==> config.mk <==
export PLATFORM = sky130hd
export DESIGN_NAME = osss_ctrl
export DESIGN_NICKNAME = d
export VERILOG_FILES = /design/src/rtl/core/osss_pkg.sv /design/src/rtl/core/osss_ctrl.sv
export SDC_FILE = /design/constraint.sdc
export NUM_CORES = 1
export LEC_CHECK = 0
export ABC_AREA = 1
export BUFFER_PORTS_ARGS = -buffer_cell sky130_fd_sc_hd__buf_2
export CAP_MARGIN = 20
export CORE_AREA = 2 2 39 41
export DETAILED_ROUTE_END_ITERATION = 10
export DIE_AREA = 0 0 41 43
export PLACE_DENSITY_LB_ADDON = 0.05
export SYNTH_ARGS = -nofsm -noshare
export SYNTH_HDL_FRONTEND = slang
export SYNTH_SLANG_ARGS = --single-unit
==> constraint.sdc <==
create_clock -name aclk -period 1.5 [get_ports aclk]
set_clock_uncertainty 0.1 [all_clocks]
set_input_delay 0.3 -clock aclk [delete_from_list [all_inputs] [get_ports aclk]]
set_output_delay 0.3 -clock aclk [all_outputs]
set_load 0.01 [all_outputs]
==> src/rtl/core/osss_pkg.sv <==
package osss_pkg;

    // Keys and results are 16 bits wide at the ports, whatever the universe size.
    localparam int KEY_W = 16;
    localparam int OP_W  = 2;

    localparam logic [OP_W-1:0] OP_INSERT = 2'd0;
    localparam logic [OP_W-1:0] OP_MEMBER = 2'd1;
    localparam logic [OP_W-1:0] OP_SUCC   = 2'd2;
    localparam logic [OP_W-1:0] OP_PRED   = 2'd3;

    typedef struct packed {
        logic [OP_W-1:0]  op;
        logic [KEY_W-1:0] key;
    } req_t;

    typedef struct packed {
        logic             found;
        logic [KEY_W-1:0] value;
    } rsp_t;

    // Commands from the controller to the datapath.
    typedef struct packed {
        logic capture;   // take the request and start the first leaf read
        logic exec1;     // evaluate the first leaf word, perform an insert
        logic exec2;     // evaluate the second leaf word
        logic load_out;  // move the finished result into the output register
    } dp_cmd_t;

    // Status from the datapath to the controller.
    typedef struct packed {
        logic need_second;  // a second leaf word must be read
    } dp_status_t;

endpackage

==> src/rtl/core/osss_ctrl.sv <==
module osss_ctrl (
    input  logic                 aclk,
    input  logic                 aresetn,
    input  logic                 s_valid,
    output logic                 s_ready,
    output logic                 m_valid,
    input  logic                 m_ready,
    input  osss_pkg::dp_status_t status,
    output osss_pkg::dp_cmd_t    cmd
);

    localparam logic [1:0] ST_IDLE  = 2'd0;
    localparam logic [1:0] ST_LEAF1 = 2'd1;
    localparam logic [1:0] ST_LEAF2 = 2'd2;
    localparam logic [1:0] ST_DONE  = 2'd3;

    logic [1:0] state_reg;
    logic [1:0] state_next;
    logic       m_valid_reg;
    logic       m_valid_next;
    logic       out_free;

    assign out_free = ~m_valid_reg | m_ready;

    always_comb begin
        state_next  = state_reg;
        cmd         = '0;
        s_ready     = 1'b0;
        unique case (state_reg)
            ST_IDLE: begin
                s_ready = 1'b1;
                if (s_valid) begin
                    cmd.capture = 1'b1;
                    state_next  = ST_LEAF1;
                end
            end
            ST_LEAF1: begin
                cmd.exec1  = 1'b1;
                state_next = status.need_second ? ST_LEAF2 : ST_DONE;
            end
            ST_LEAF2: begin
                cmd.exec2  = 1'b1;
                state_next = ST_DONE;
            end
            ST_DONE: begin
                // The next request may enter in the same cycle that the result leaves.
                if (out_free) begin
                    cmd.load_out = 1'b1;
                    s_ready      = 1'b1;
                    if (s_valid) begin
                        cmd.capture = 1'b1;
                        state_next  = ST_LEAF1;
                    end else begin
                        state_next = ST_IDLE;
                    end
                end
            end
        endcase
    end

    always_comb begin
        m_valid_next = m_valid_reg;
        if (cmd.load_out) begin
            m_valid_next = 1'b1;
        end else if (m_ready) begin
            m_valid_next = 1'b0;
        end
    end

    always_ff @(posedge aclk) begin
        if (!aresetn) begin
            state_reg   <= ST_IDLE;
            m_valid_reg <= 1'b0;
        end else begin
            state_reg   <= state_next;
            m_valid_reg <= m_valid_next;
        end
    end

    assign m_valid = m_valid_reg;

endmodule

==> results of run 1 <==
-- repair_timing --
action,in CTS,in global routing
pin swaps,3,2
endpoints found under the setup margin,5,5
hold buffers,0,0
gates resized for setup,8,8
-- metrics by stage --
| stage | utilization | worst slack [ps] | setup TNS, ps |
|---|---|---|---|
| 4_1_cts | 0.273 | -52.9 | -98.8 |
| 5_1_grt | 0.299 | -56.8 | -164 |
| 6_report | 0.299 | -14.3 | -19.6 |
| 3_5_place_dp | 0.235 | 24.0 | 0 |
| 3_3_place_gp | 0.235 | 46.6 | 0 |
| 2_1_floorplan | - | 51.1 | 0 |
-- layout by cell type (no fill, tap or decap) --
cell      netlist  final
clkbuf_1        0      1
ha_4            0      2
nand2_2         1      1
dfxtp_1         3      1
buf_6           0      1
ha_2            0      1
nand3_2         1      1
nor2_1          6      6
buf_2           0      9
nor3_2          0      1
nand2_1         9      9
a21boi_0        1      1
ha_1            5      2
inv_4           0      2
inv_1           6      4
nand3_1         1      1
dfxtp_4         0      2
clkbuf_4        0      3
a21oi_4         0      1
buf_4           1      2
-- per-layer routing --
metal	GRT usage	wire length, µm
met1	0.0990	237
met2	0.0906	284
met3	0.0157	34
met4	0.0800	0
met5	0	0
-- worst min-delay path: stages --
cell and delay [ps]:
buf_2 110, nand2_1 60, nor2_1 30
-- power breakdown --
group	switching [mW]	total [mW]	leakage [nW]	internal (mW)
Combinational	0.255	0.507	0.169	0.252
Sequential	0.0471	0.171	0.0259	0.124
Clock	0.0377	0.137	0.0150	0.0994
-- final timing paths --
check                                          startpoint                        end  cells after the start
worst max register to register  state_reg[0]$_SDFFE_PN0P_  state_reg[0]$_SDFFE_PN0P_                      7
worst max-delay path            state_reg[0]$_SDFFE_PN0P_                     cmd[3]                      4
worst min register to register       m_valid$_SDFFE_PN0P_       m_valid$_SDFFE_PN0P_                      2
worst min-delay path                              aresetn  state_reg[1]$_SDFFE_PN0P_                      3
-- logic make-up after synthesis --
family | count (synthesis)
adders and majority gates | 5
and+or+nand+nor | 19
buffers and inverters | 7
AOI/OAI and AO/OA | 2
DFF | 3
-- final cells by class --
| class | instances | area [µm²] |
|---|---|---|
| clock buffers | 4 | 26.3 |
| fillers | 162 | 970 |
| multi-input cells | 26 | 201 |
| inverters | 6 | 27.5 |
| well taps | 16 | 20.0 |
| flip-flops and latches | 3 | 67.6 |
| repair buffers | 12 | 71.3 |
==> flow_summary_export.csv, run 1 <==
group,metric,value,unit
synth,ys_top_cells_by_count,"nand2_1 (9), inv_1 (6), nor2_1 (6), ha_1 (5), dfxtp_1 (3)",
critical_path,crit_slowest_cell,"dfxtp_4",
clocking,cts_tree,"built",
sta,min_period,1510,ps
finish,stdcell_count,67,
die,coreArea,0.00138,mm²
placement,gp_congestion,0.679,
synth,ys_seq_area_frac,0.242,
synth,synth.mux.area_fraction,0,
sta,timing.hold.ws,207,ps
sta,rsz0062_at_grt,"true",
synth,synth-seq-cells,3,
finish,largest_register_ffs,2,
power,vdd_drop_max,0.533,mV
critical_path,cp_top_family,"flip-flops",
detailed_routing,dr.pass1.iters,1,
outcome,violations,"setup timing",
sta,finalHoldViolCount,0,
clocking,post-cts-setup-buffers,0,
outcome,outcome,"finished with violations",
detailed_routing,dr_total_vias,256,
sta,fin_ws,-14.3,ps
power,leakagePower,0.209,nW
detailed_routing,via_per_inst,3.82,
synth,yosys.area.top_type_share,0.253,
critical_path,path_buf_inv,2,
detailed_routing,final_antenna_net_count,0,
critical_path,start_kind,"register",
synth,yosys.area_share.simple,0.333,
global_routing,grt_use_total,0.0752,
sta,fmax,0.660,GHz
sta,maxSlewHeadroom,0.894,
synth,synth-edff-count,0,
global_routing,grt_pass1_vias,228,
synth,synthAdderAreaFrac,0.253,
synth,ys_warn_count,0,
hold_path,hp-class,"in2reg",
critical_path,cp_cell_sequence,"inv_4 > ha_4 > nor3_2 > buf_2",
global_routing,grt_max_degree,5,
synth,synth-compound-area-share,0.0505,
critical_path,r2r_slack,220,ps
clocking,clockRootBuffer,"clkbuf_4",
finish,nets,62,
global_routing,antenna_found_initial,0,
die,rows,14,
clocking,cts-buffers-inserted,3,
synth,synth.net_count,46,
critical_path,max_stage_delay,370,ps
synth,synth.top_cells.by_area,"ha_1 (25%), dfxtp_1 (24%), nand2_1 (14%)",
flow_run,max_cap_viol_count,0,
clocking,htreeDepth,1,
clocking,insertion_delay,230,ps
power,power_density,1970,mW/mm²
finish,drive_above_1_share,0.510,
critical_path,critical_path_peak_fanout,3,
placement,placed_area,325,µm²
synth,synth_xor_area_frac,0,
synth,yosysMostFrequentCell,"nand2_1",
finish,n_antenna_cell,0,
synth,synth_top_family_by_area,"simple AND/OR/NAND/NOR gates",
sta,worstMarginPinSlew,159,ps
die,dieArea,0.00176,mm²
global_routing,grt-ovfl-total,0,
synth,synthFlopType,"dfxtp_1",
power,total_power,0.815,mW
synth,ys_types,12,
synth,postSynthCellCount,36,
clocking,clkTransAtPathRegs,30,ps
die,pin_count,11,
placement,dp_cells,63,
synth,syn_area,248,µm²
synth,avgSynthCellArea,6.88,µm²
placement,dp_hpwl,446,µm
die,die_w,41,µm
detailed_routing,wirelength,556,µm
die,initial_utilization,0.179,
synth,synth_largest_area_cell,"ha_1",
die,die-height,43,µm
critical_path,end_kind,"output pin",
sta,slew_violations,0,
global_routing,grt_pass1_wl,869,µm
clocking,cts_sinks,3,
critical_path,worstPathArrival,1110,ps
detailed_routing,drt-initial-drc-count,0,
synth,synthArstFlopShare,0,
sta,finalSetupViolCount,2,
finish,postLayoutCellArea,414,µm²
detailed_routing,wl_per_cell,8.30,µm
placement,port_buffers,10,
finish,areaGrowthSynthToFinish,67.2,%
clocking,clock_path_buffers,2,
critical_path,cp.required,1100,ps
sta,period_share,1.01,
critical_path,crit_type,"reg2out",
detailed_routing,drc,0,
Note: power is estimated with default switching activity, not from simulation.
==> inputs of run 2 (changes only) <==
- PLACE_DENSITY: not set -> 0.35
- PLACE_DENSITY_LB_ADDON: 0.05 -> not set
==> flow_summary_export.csv, run 2 (synthesis results as in run 1) <==
group,metric,value,unit
outcome,outcome,"finished with violations",
outcome,violations,"setup timing",
sta,min_period,1540,ps
finish,multi_input_area,184,µm²
detailed_routing,drc,0,
global_routing,grt_pass1_wl,738,µm
finish,n_antenna_cell,0,
finish,stdcell_count,68,
placement,dpl_worst_slack,36.4,ps
critical_path,start_kind,"register",
sta,fin_ws,-37.3,ps
die,coreArea,0.00138,mm²
detailed_routing,wirelength,491,µm
finish,seq_area,62.6,µm²
global_routing,grt_use_total,0.0693,
hold_path,hp-class,"in2reg",
detailed_routing,via_per_inst,3.62,
finish,final_cell_mix,"buf_2 (10), nand2_1 (9), nor2_1 (6)",
clocking,htreeDepth,1,
critical_path,crit_type,"reg2out",
critical_path,end_kind,"output pin",
placement,dp_hpwl,413,µm
critical_path,cp.required,1100,ps
die,rows,14,
global_routing,antenna_found_initial,0,
critical_path,critical_path_peak_fanout,3,
die,initial_utilization,0.179,
power,leakagePower,0.209,nW
detailed_routing,dr.pass1.iters,2,
critical_path,worstPathArrival,1140,ps
placement,dp_cells,63,
sta,worstMarginPinSlew,137,ps
power,power_density,1910,mW/mm²
finish,nets,63,
placement,port_buffers,10,
placement,gp_congestion,0.587,
sta,period_share,1.02,
sta,finalSetupViolCount,1,
critical_path,r2r_slack,250,ps
clocking,clockRootBuffer,"clkbuf_4",
finish,mostFrequentLayoutCell,"buf_2",
clocking,clock_path_buffers,2,
sta,fmax,0.650,GHz
clocking,cts-buffers-inserted,3,
sta,rsz0062_at_grt,"true",
sta,maxSlewHeadroom,0.908,
sta,finalHoldViolCount,0,
global_routing,grt_pass1_vias,210,
die,pin_count,11,
detailed_routing,dr_total_vias,246,
finish,areaGrowthSynthToFinish,56.6,%
global_routing,grt-ovfl-total,0,
finish,drive_above_1_share,0.519,
finish,largest_register_ffs,2,
detailed_routing,drt-initial-drc-count,4,
die,dieArea,0.00176,mm²
clocking,insertion_delay,230,ps
sta,slew_violations,0,
die,die-height,43,µm
clocking,cts_tree,"built",
detailed_routing,final_antenna_net_count,0,
clocking,clkTransAtPathRegs,30,ps
die,die_w,41,µm
clocking,cts_sinks,3,
detailed_routing,wl_per_cell,7.22,µm
global_routing,grt_max_degree,5,
finish,nFillCells,165,
flow_run,max_cap_viol_count,0,
power,vdd_drop_max,0.398,mV
==> run 2: path summary, 6_finish.rpt <==
check | cells after the start | end | start
worst max-delay path | 4 | cmd[3] | state_reg[1]$_SDFFE_PN0P_
worst min-delay path | 3 | state_reg[1]$_SDFFE_PN0P_ | aresetn
worst max register to register | 7 | state_reg[0]$_SDFFE_PN0P_ | state_reg[0]$_SDFFE_PN0P_
worst min register to register | 2 | m_valid$_SDFFE_PN0P_ | m_valid$_SDFFE_PN0P_
==> run 2: per-stage QoR <==
step	setup TNS [ps]	total power [mW]	util	hold slack, ps	area, µm²
2_1_floorplan	0	0.389	-	320	248
3_3_place_gp	0	0.532	0.235	456	325
3_5_place_dp	0	0.518	0.235	457	325
4_1_cts	-42.5	0.751	0.278	213	385
5_1_grt	-204	0.828	0.280	210	388
6_report	-37.3	0.742	0.280	216	388
==> run 2: layout make-up <==
cell class                 count  share of cell area
clock buffer                   4              0.0677
inverter                       6              0.0581
multi-input combinational     26               0.474
sequential                     3               0.161
tap                           16              0.0516
timing repair buffer          13               0.187
==> run 2: critical path: stages, from the launching register on <==
cell and delay [ps]:
dfxtp_2 340, inv_2 50, ha_4 240, nor3_2 140, buf_2 140
==> run 2: where the power goes <==
| part | leakage, nW | internal (mW) | switching [mW] |
|---|---|---|---|
| Clock | 0.0150 | 0.0994 | 0.0371 |
| Sequential | 0.0253 | 0.115 | 0.0259 |
| Combinational | 0.169 | 0.227 | 0.238 |
==> run 2: what timing repair did <==
action | CTS | global route
setup endpoints to repair | 4 | 5
pin swaps | 3 | 0
resized for setup | 8 | 1
buffers inserted | 1 | 0
hold buffers | 0 | 0
cloned | 0 | 0
hold endpoints to repair | 0 | 0
==> run 2: per-layer routing <==
metal | up-vias | part of all wire | global-route usage
met4 | 0 | 0 | 0.0600
met3 | 0 | 0.079 | 0.0471
met2 | 5 | 0.53 | 0.0969
met1 | 102 | 0.39 | 0.0643
met5 | - | 0 | 0
li1 | 139 | - | -
